## src/design/ihl_pkg.sv

```systemverilog
package ihl_pkg;

    localparam int DEFAULT_MAX_REGIONS = 500;
    localparam int IMAGE_AW            = 16;
    localparam int BYTE_W              = 8;

    localparam logic [2:0] ERR_NONE     = 3'd0;
    localparam logic [2:0] ERR_SYNTAX   = 3'd1;
    localparam logic [2:0] ERR_CHECKSUM = 3'd2;
    localparam logic [2:0] ERR_OVER64K  = 3'd3;
    localparam logic [2:0] ERR_UNSUP    = 3'd4;
    localparam logic [2:0] ERR_REGIONS  = 3'd5;

    localparam logic [7:0] KIND_DATA    = 8'd0;
    localparam logic [7:0] KIND_EOF     = 8'd1;
    localparam logic [7:0] KIND_SEGMENT = 8'd2;
    localparam logic [7:0] KIND_LAST    = 8'd5;

    localparam logic [7:0] CHAR_COLON = 8'h3A;
    localparam logic [7:0] CHAR_LF    = 8'h0A;

    localparam logic OP_FEED = 1'b0;
    localparam logic OP_READ = 1'b1;

    typedef struct packed {
        logic                en;
        logic [IMAGE_AW-1:0] addr;
        logic [BYTE_W-1:0]   data;
    } wr_req_t;

endpackage

```

## src/design/ihl_parser.sv

```systemverilog
module ihl_parser import ihl_pkg::*; #(
    parameter int MAX_REGIONS = DEFAULT_MAX_REGIONS,
    parameter int CW          = $clog2(MAX_REGIONS + 1)
) (
    input  logic          clk,
    input  logic          rst_n,
    input  logic          feed,
    input  logic [7:0]    char_code,
    output wr_req_t       wr,
    output logic [2:0]    error_code,
    output logic          load_done,
    output logic [15:0]   image_start,
    output logic [16:0]   image_size,
    output logic [CW-1:0] region_total
);

    typedef enum logic [1:0] {PH_COLON, PH_HI, PH_LO, PH_SKIP} phase_t;

    phase_t        phase_reg, phase_next;
    logic [3:0]    nib_reg, nib_next;
    logic [8:0]    idx_reg, idx_next;
    logic [7:0]    len_reg, len_next;
    logic [7:0]    sum_reg, sum_next;
    logic [15:0]   addr_reg, addr_next;
    logic [7:0]    kind_reg, kind_next;
    logic [19:0]   seg_reg, seg_next;
    logic [20:0]   prev_reg, prev_next;
    logic [15:0]   open_reg, open_next;
    logic [15:0]   low_reg, low_next;
    logic [15:0]   hs_reg, hs_next;
    logic [16:0]   he_reg, he_next;
    logic [CW-1:0] count_reg, count_next;
    logic [2:0]    err_reg, err_next;
    logic          done_reg, done_next;
    logic [15:0]   dw_reg, dw_next;

    logic          dig_ok;
    logic [3:0]    dig;
    logic [7:0]    byte_v;
    logic [8:0]    len_end;
    logic [20:0]   base;
    logic [21:0]   last;
    logic [CW-1:0] count_inc;
    logic          ok;

    always_comb
    begin
        dig_ok = 1'b1;
        dig    = 4'd0;
        if (char_code >= 8'h30 && char_code <= 8'h39)
        begin
            dig = 4'(char_code - 8'h30);
        end
        else if (char_code >= 8'h41 && char_code <= 8'h46)
        begin
            dig = 4'(char_code - 8'h37);
        end
        else
        begin
            dig_ok = 1'b0;
        end
    end

    assign byte_v    = {nib_reg, dig};
    assign len_end   = {1'b0, len_reg} + 9'd4;
    assign base      = {5'd0, addr_reg} + {1'b0, seg_reg};
    assign last      = {1'b0, base} + {14'd0, len_reg} - 22'd1;
    assign count_inc = count_reg + CW'(1);

    always_comb
    begin
        phase_next = phase_reg;
        nib_next   = nib_reg;
        idx_next   = idx_reg;
        len_next   = len_reg;
        sum_next   = sum_reg;
        addr_next  = addr_reg;
        kind_next  = kind_reg;
        seg_next   = seg_reg;
        prev_next  = prev_reg;
        open_next  = open_reg;
        low_next   = low_reg;
        hs_next    = hs_reg;
        he_next    = he_reg;
        count_next = count_reg;
        err_next   = err_reg;
        done_next  = done_reg;
        dw_next    = dw_reg;
        ok         = 1'b1;
        wr.en      = 1'b0;
        wr.addr    = addr_reg + seg_reg[15:0] + {8'd0, 8'(idx_reg - 9'd4)};
        wr.data    = byte_v;

        if (feed && err_reg == ERR_NONE && !done_reg)
        begin
            unique case (phase_reg)
                PH_COLON:
                begin
                    if (char_code == CHAR_COLON)
                    begin
                        phase_next = PH_HI;
                        idx_next   = 9'd0;
                        sum_next   = 8'd0;
                    end
                    else
                    begin
                        err_next = ERR_SYNTAX;
                    end
                end
                PH_SKIP:
                begin
                    if (char_code == CHAR_LF)
                    begin
                        phase_next = PH_COLON;
                    end
                end
                PH_HI, PH_LO:
                begin
                    if (!dig_ok)
                    begin
                        err_next = (idx_reg == 9'd0) ? ERR_SYNTAX : ERR_CHECKSUM;
                    end
                    else if (phase_reg == PH_HI)
                    begin
                        nib_next   = dig;
                        phase_next = PH_LO;
                    end
                    else
                    begin
                        sum_next = sum_reg + byte_v;
                        if (idx_reg == 9'd0)
                        begin
                            len_next = byte_v;
                        end
                        else if (idx_reg == 9'd1)
                        begin
                            addr_next = {byte_v, 8'd0};
                        end
                        else if (idx_reg == 9'd2)
                        begin
                            addr_next = {addr_reg[15:8], byte_v};
                        end
                        else if (idx_reg == 9'd3)
                        begin
                            kind_next = byte_v;
                        end
                        else if (idx_reg < len_end)
                        begin
                            wr.en   = (kind_reg == KIND_DATA);
                            dw_next = {dw_reg[7:0], byte_v};
                        end

                        if (idx_reg >= 9'd4 && idx_reg == len_end)
                        begin
                            // record end
                            if (sum_next != 8'd0)
                            begin
                                err_next = ERR_CHECKSUM;
                            end
                            else if (kind_reg > KIND_LAST)
                            begin
                                err_next = ERR_SYNTAX;
                            end
                            else if (kind_reg > KIND_SEGMENT)
                            begin
                                err_next = ERR_UNSUP;
                            end
                            else
                            begin
                                if (kind_reg == KIND_SEGMENT)
                                begin
                                    if (len_reg != 8'd2)
                                    begin
                                        err_next = ERR_SYNTAX;
                                        ok       = 1'b0;
                                    end
                                    else
                                    begin
                                        seg_next = {dw_reg, 4'd0};
                                    end
                                end
                                else if (kind_reg == KIND_DATA && len_reg != 8'd0)
                                begin
                                    if (last > 22'h00FFFF)
                                    begin
                                        err_next = ERR_OVER64K;
                                        ok       = 1'b0;
                                    end
                                    else
                                    begin
                                        if (prev_reg != base)
                                        begin
                                            if (count_reg != '0 && open_reg >= hs_reg)
                                            begin
                                                hs_next = open_reg;
                                                he_next = prev_reg[16:0];
                                            end
                                            open_next = base[15:0];
                                            if (base[15:0] < low_reg)
                                            begin
                                                low_next = base[15:0];
                                            end
                                            count_next = count_inc;
                                            if (count_inc >= CW'(MAX_REGIONS))
                                            begin
                                                err_next = ERR_REGIONS;
                                                ok       = 1'b0;
                                            end
                                        end
                                        if (ok)
                                        begin
                                            prev_next = base + {13'd0, len_reg};
                                        end
                                    end
                                end
                                if (ok)
                                begin
                                    if (kind_reg == KIND_EOF)
                                    begin
                                        if (count_reg != '0 && open_reg >= hs_reg)
                                        begin
                                            hs_next = open_reg;
                                            he_next = prev_reg[16:0];
                                        end
                                        done_next = 1'b1;
                                    end
                                    else
                                    begin
                                        phase_next = PH_SKIP;
                                    end
                                end
                            end
                        end
                        else
                        begin
                            idx_next   = idx_reg + 9'd1;
                            phase_next = PH_HI;
                        end
                    end
                end
                default:
                begin
                    phase_next = PH_COLON;
                end
            endcase
        end
    end

    always_ff @(posedge clk or negedge rst_n)
    begin
        if (!rst_n)
        begin
            phase_reg <= PH_COLON;
            nib_reg   <= '0;
            idx_reg   <= '0;
            len_reg   <= '0;
            sum_reg   <= '0;
            addr_reg  <= '0;
            kind_reg  <= '0;
            seg_reg   <= '0;
            prev_reg  <= 21'h0FFFFE;
            open_reg  <= '0;
            low_reg   <= 16'hFFFF;
            hs_reg    <= '0;
            he_reg    <= '0;
            count_reg <= '0;
            err_reg   <= ERR_NONE;
            done_reg  <= 1'b0;
            dw_reg    <= '0;
        end
        else
        begin
            phase_reg <= phase_next;
            nib_reg   <= nib_next;
            idx_reg   <= idx_next;
            len_reg   <= len_next;
            sum_reg   <= sum_next;
            addr_reg  <= addr_next;
            kind_reg  <= kind_next;
            seg_reg   <= seg_next;
            prev_reg  <= prev_next;
            open_reg  <= open_next;
            low_reg   <= low_next;
            hs_reg    <= hs_next;
            he_reg    <= he_next;
            count_reg <= count_next;
            err_reg   <= err_next;
            done_reg  <= done_next;
            dw_reg    <= dw_next;
        end
    end

    assign error_code   = err_reg;
    assign load_done    = done_reg;
    assign image_start  = (done_reg && count_reg != '0) ? low_reg : 16'd0;
    assign image_size   = (done_reg && count_reg != '0) ? he_reg : 17'd0;
    assign region_total = count_reg;

`ifndef SYNTHESIS
    a_err_latched: assert property (@(posedge clk) disable iff (!rst_n)
        err_reg != ERR_NONE |=> err_reg == $past(err_reg))
        else $error("error code changed after latching");
    a_done_sticky: assert property (@(posedge clk) disable iff (!rst_n)
        done_reg |=> done_reg && $stable(count_reg))
        else $error("state moved after end of file");
    a_done_no_err: assert property (@(posedge clk) disable iff (!rst_n)
        !(done_reg && err_reg != ERR_NONE))
        else $error("done together with error");
    a_count_bound: assert property (@(posedge clk) disable iff (!rst_n)
        count_reg <= CW'(MAX_REGIONS))
        else $error("region count beyond limit");
    a_wr_only_feed: assert property (@(posedge clk) disable iff (!rst_n)
        wr.en |-> feed && phase_reg == PH_LO && kind_reg == KIND_DATA)
        else $error("image write outside a data byte");
`endif

endmodule

```

## config.mk

```make
export PLATFORM = sky130hd
export DESIGN_NAME = ihl_parser
export DESIGN_NICKNAME = d
export VERILOG_FILES = /design/src/design/ihl_pkg.sv /design/src/design/ihl_parser.sv
export SDC_FILE = /design/constraint.sdc
export NUM_CORES = 1
export LEC_CHECK = 0
export ABC_AREA = 1
export ABC_CLOCK_PERIOD_IN_PS = 4300
export BUFFER_PORTS_ARGS = -buffer_cell sky130_fd_sc_hd__buf_2
export CAP_MARGIN = 25
export CORE_ASPECT_RATIO = 0.5
export CORE_MARGIN = 10
export CORE_UTILIZATION = 63
export CTS_CLUSTER_DIAMETER = 50
export DETAILED_ROUTE_END_ITERATION = 6
export HOLD_SLACK_MARGIN = 0.03
export PLACE_DENSITY = 0.82
export SLEW_MARGIN = 10
export SYNTH_ARGS = -nofsm -noshare
export SYNTH_HDL_FRONTEND = slang
export SYNTH_SLANG_ARGS = --single-unit
```

## constraint.sdc

```tcl
create_clock -name clk -period 4.3 [get_ports clk]
set_input_delay 0.43 -clock clk [delete_from_list [all_inputs] [get_ports clk]]
set_output_delay 0.43 -clock clk [all_outputs]
set_load 0.1 [all_outputs]
```

==> Yosys cells after proc, flatten, opt, wreduce, memory -nomap -nowiden <==
Index checks and enable logic that the tools add are counted.
{ "word_totals": {"word_cells": 212, "memories": 0, "inputBits": 11, "romBits": 0, "latch_bits": 0, "ram_bits": 0, "out_inout_bits": 71, "register_bits": 186} }
{ "op_classes": {"bitwise": 11, "magnitude_cmp": 12, "n_shift": 0, "reduce_logical": 35, "n_addsub": 13, "n_mul": 0, "n_mux": 93, "eq_ne": 30, "div_mod_pow": 0} }
{ "op_table": {"columns": ["op", "n"], "rows": [
  ["16-bit 2-to-1 mux", 10],
  ["17-bit 2-to-1 mux", 9],
  ["3-bit 2-to-1 mux", 13],
  ["1-bit 2-to-1 mux", 36],
  ["9-bit 2-to-1 mux", 4],
  ["8-bit 2-to-1 mux", 4],
  ["9-bit AND reduction", 3],
  ["12-bit AND reduction", 2],
  ["21-bit by 8-bit adder with 22-bit output", 1],
  ["22-bit by 16-bit greater-than comparator with 1-bit output (second input constant)", 1],
  ["2-bit 2-to-1 mux", 11],
  ["22-bit by 1-bit subtractor with 22-bit output (second input constant)", 1],
  ["16-bit by 20-bit adder with 21-bit output", 1],
  ["21-bit by 8-bit adder with 21-bit output", 1],
  ["21-bit inequality test", 1],
  ["4-bit inequality test (second input constant)", 5],
  ["10-bit AND reduction", 2],
  ["9-bit by 1-bit adder with 9-bit output (second input constant)", 2],
  ["9-bit by 2-bit equality test with 1-bit output (second input constant)", 2],
  ["9-bit case mux with 2 select lines", 1],
  ["6-bit AND reduction", 3],
  ["16-bit adder", 1],
  ["16-bit by 8-bit adder with 16-bit output", 1],
  ["16-bit >= comparator", 1],
  ["other kinds (47)", 78]
]} }

==> Logic depth before layout (Yosys ltp) <==
{ "logic_depth": {"depth_word": 34, "mapped_depth": 30} }

==> Worst setup path after synthesis <==
Ideal clock, no wire load.
{ "synth_path": {"path_type": "input-to-reg", "startpoint": "input char_code[0]", "endpoint": "register he_reg[15]", "cell_stages": 23, "setup_time_ns": 0.083, "path_buffers": 3, "slack_ns": -1.647, "arrival_ns": 5.865, "required_ns": 4.217, "path_cell_list": "inv_1 -> ha_1 -> a21oi_1 -> a211o_1 -> o21ai_0 -> ha_1 -> fa_1 -> a21oi_1 -> o21ai_0 -> xor2_1 -> inv_1 -> nor3_1 -> nand4_1 -> nor2_1 -> nand2_1 -> nor2_1 -> nand2_1 -> buf_2 -> inv_1 -> buf_2 -> buf_2 -> nand3_1 -> o21ai_0"} }
{ "synth_rtl": {"columns": ["item", "line", "source"], "rows": [
  ["start: declaration", "ihl_parser.sv:8", "input logic [7:0] char_code,"],
  ["end signal: assignment", "ihl_parser.sv:285", "he_reg <= he_next;"],
  ["end: declaration", "ihl_parser.sv:31", "logic [16:0] he_reg, he_next;"]
]} }

==> flow_metrics.py <==
metrics = {
    "critical_path": {
        "cp_common_cell": "a21oi_2",
        "worstPathRequired_ns": 3.87,
        "cp_slowest_cell": "fa_1",
        "r2r_end": "prev_reg[13]",
        "crit_buf_inv": 4,
        "cp_top_family": "compound AO/OA/AOI/OAI gates",
        "crit_path_end_kind": "primary output",
        "r2r_start": "seg_reg[4]",
        "crit_path_start": "idx_reg[3]",
        "r2r_cells": 24,
        "cp-start-kind": "flip-flop",
        "rrSetupSlack_ns": -0.08,
        "path_cells": "inv_2 -> ha_4 -> xnor2_2 -> fa_1 -> inv_2 -> ha_4 -> a21oi_2 -> nand2_2 -> a21oi_2 -> inv_1 -> a21oi_2 -> nor2_2 -> o31ai_4 -> o31ai_2 -> nand3_1 -> nand2_2 -> a21oi_2 -> nor2_1 -> nor2_2 -> xnor2_2 -> buf_12",
        "path_max_fanout": 4,
        "slowest_delay_ns": 0.54,
        "cp.arrival_ns": 4.07,
        "critical_path_class": "flip-flop to primary output",
    },
    "detailed_routing": {
        "drt_iter0_markers": 1525,
        "postRouteAntennaNets": 0,
        "vias": 13420,
        "wl_per_cell_um": 18.86,
        "drc": 0,
        "drt_wl_total_um": 42330,
        "drt_pass1_iterations": 7,
        "via_per_inst": 5.980,
    },
    "clocking": {
        "clk_latency_ns": 0.46,
        "tritoncts": "done",
        "hold_buffers": 0,
        "cts.sinks": 186,
        "numCtsBuffers": 17,
        "htreeDepth": 4,
        "clockBufferDepth": 2,
        "root_buffer": "clkbuf_16",
        "clkTransAtPathRegs_ns": 0.07,
    },
    "synth": {
        "synthArstFlopShare": 1.000,
        "yosys.area_share.simple": 0.2311,
        "syn-mean-instance-area_sq_um": 7.617,
        "syn-cell-area_sq_um": 13670,
        "synth-compound-area-share": 0.1283,
        "synth_top_family_by_area": "simple AND/OR/NAND/NOR gates",
        "ys_ff_latch": 186,
        "synth-adder-area-share": 0.1488,
        "synthMuxAreaShare": 0.006589,
        "syn_inst": 1795,
        "synthDistinctLibCells": 51,
        "yosys_warnings": 0,
        "yosys_most_used_dff": "dfrtp_1",
        "synth-seq-area-share": 0.3436,
        "synth_edf_count": 0,
        "syn_nets": 1959,
        "synth_xor_xnor_area_share": 0.04576,
    },
    "timing": {
        "tightest_slew_ns": 0.7972,
        "final-max-slew-violation-count": 0,
        "setup_violations": 60,
        "fin_ws_ns": -0.2040,
        "timing.slew.headroom": 0.4602,
        "skew_ns": 0.009634,
        "fin_tns_setup_ns": -2.623,
        "period_share": 1.047,
        "fin_crit_ns": 4.504,
        "clock.fmax_ghz": 0.2220,
        "finalHoldViolations": 0,
        "rsz0062_at_grt": "true",
    },
    "placed_design": {
        "place_congestion": 0.9540,
        "dp.final_hpwl_um": 27050,
        "portBuffers": 81,
        "dp.cells": 2166,
    },
    "floorplan": {
        "die_h_um": 124.2,
        "num_rows": 37,
        "io_pins": 82,
        "die_area_sq_um": 28350,
        "start_util": 0.6534,
        "core_area_sq_um": 20930,
        "chipWidth_um": 228.3,
    },
    "grt": {
        "grt_usage": 0.2591,
        "grt_pass1_vias": 11730,
        "grt_pass1_wl_um": 59250,
        "grt_start_max_net_pins": 95,
        "grt_antenna_before_repair": 0,
        "overflow": 0,
    },
    "pwr": {
        "powerDensity_nw_per_um2": 209.2,
        "cellLeakagePower_uw": 0.008182,
        "vdd_drop_max_v": 0.0002227,
    },
    "layout": {
        "largest_reg_flops": 21,
        "nets": 2104,
        "area_growth_pct": 21.30,
        "layout-drive-gt1-share": 0.2094,
        "final_common_cell": "nand2_1",
        "final_cell_mix": "nand2_1, inv_1, dfrtp_1",
        "finalCoreUtilization": 0.7925,
        "antenna_cells": 0,
        "instances_no_fill": 2245,
    },
    "outcome": {
        "status": "finished, violations left",
        "violations": "setup timing",
    },
    "run": {
        "maxCapViolCount": 0,
    },
    "hold_path": {
        "worstHoldPathType": "input pin to asynchronous set/reset pin",
    },
}
==> area by class of cell <==
cell class,instances,area [sq um]
Clock buffer,22,474.2
Clock inverter,10,115.1
Fill cell,1356,4342
Inverter,288,1101
Multi-Input combinational cell,1277,8367
Sequential cell,186,4702
Tap cell,292,365.4
Timing Repair Buffer,169,1453
Timing Repair inverter,1,6.256
==> where the power goes <==
group,switching (uW),internal (uW)
sequential,0,1750
clock,733,905
combinational,64.0,16.0
==> metal layers <==
metal | global-route usage | routed length, um
met1 | 0.3483 | 16800
met2 | 0.4070 | 19320
met3 | 0.06605 | 4518
met4 | 0.08399 | 1693
met5 | 0 | 0
==> worst reg2reg max path, stage by stage, from the launching register on <==
cell	delay (ns)
dfrtp_1	0.42
ha_2	0.21
fa_2	0.39
a21oi_4	0.21
inv_1	0.06
a21o_1	0.22
xor2_2	0.34
ha_4	0.28
inv_4	0.07
nand2_1	0.05
o21ai_1	0.17
a21oi_1	0.07
nand2_1	0.09
nand4_1	0.12
nand2_2	0.12
buf_4	0.11
xor2_1	0.14
nand3_1	0.13
nor2_4	0.20
nand3_2	0.16
inv_4	0.11
nand3_4	0.22
buf_12	0.26
nand2_1	0.09
o21ai_2	0.06
==> cell usage after synthesis (all sizes together), types with 5 or more instances <==
master / n / area [sq um]
ha: 137 / 1714
nor4: 9 / 56.30
inv: 288 / 1081
mux2: 8 / 90.09
nor2: 139 / 546.8
a211oi: 6 / 45.04
dfstp: 35 / 919.6
xnor2: 8 / 77.58
o31ai: 5 / 37.54
dfrtp: 151 / 3779
a31oi: 5 / 31.28
nand2: 380 / 1454
buf: 26 / 157.7
nor3: 26 / 140.1
o21ai: 185 / 944.7
nand4: 32 / 200.2
nand3: 125 / 655.6
xor2: 60 / 525.5
nand3b: 9 / 67.56
clkbuf: 19 / 71.32
o21bai: 10 / 75.07
fa: 16 / 320.3
a21oi: 88 / 451.7
==> metrics by stage <==
stage                     power (uW)  setup WS [ns]  area (sq um)  hold WS (ns)
after floorplan                 1810        -0.1126         13810        0.1344
after global placement          1862        0.03569         14810        0.4580
after detailed placement        1863        -0.1345         14810        0.4648
after CTS                       3466       -0.06860         15550       0.06563
after global routing            3552        -0.2565         16580       0.08145
final                           3469        -0.2040         16580       0.01618
==> cell families (layout without fill, tap and decap cells) <==
kind of cell / after synthesis / count (layout)
mux: 8 / 8
fa+ha+maj: 153 / 153
simple gates: 726 / 727
compound gates: 320 / 320
xor+xnor: 69 / 69
flops: 186 / 186
buf+inv: 333 / 490
==> worst max path at each step <==
stage,end,depth (start not counted)
floorplan,wr[23],20
global placement,prev_reg[19],23
detailed placement,hs_reg[10],20
CTS,wr[23],21
global route,wr[23],21
finish,wr[23],21
==> repair_timing <==
action,4_1_cts,5_1_grt
pin swaps,5,38
cloned,0,17
setup endpoints to repair,54,108
gates resized for setup,23,126
buffers inserted,7,23
Note: power is estimated with default switching activity, not from simulation.
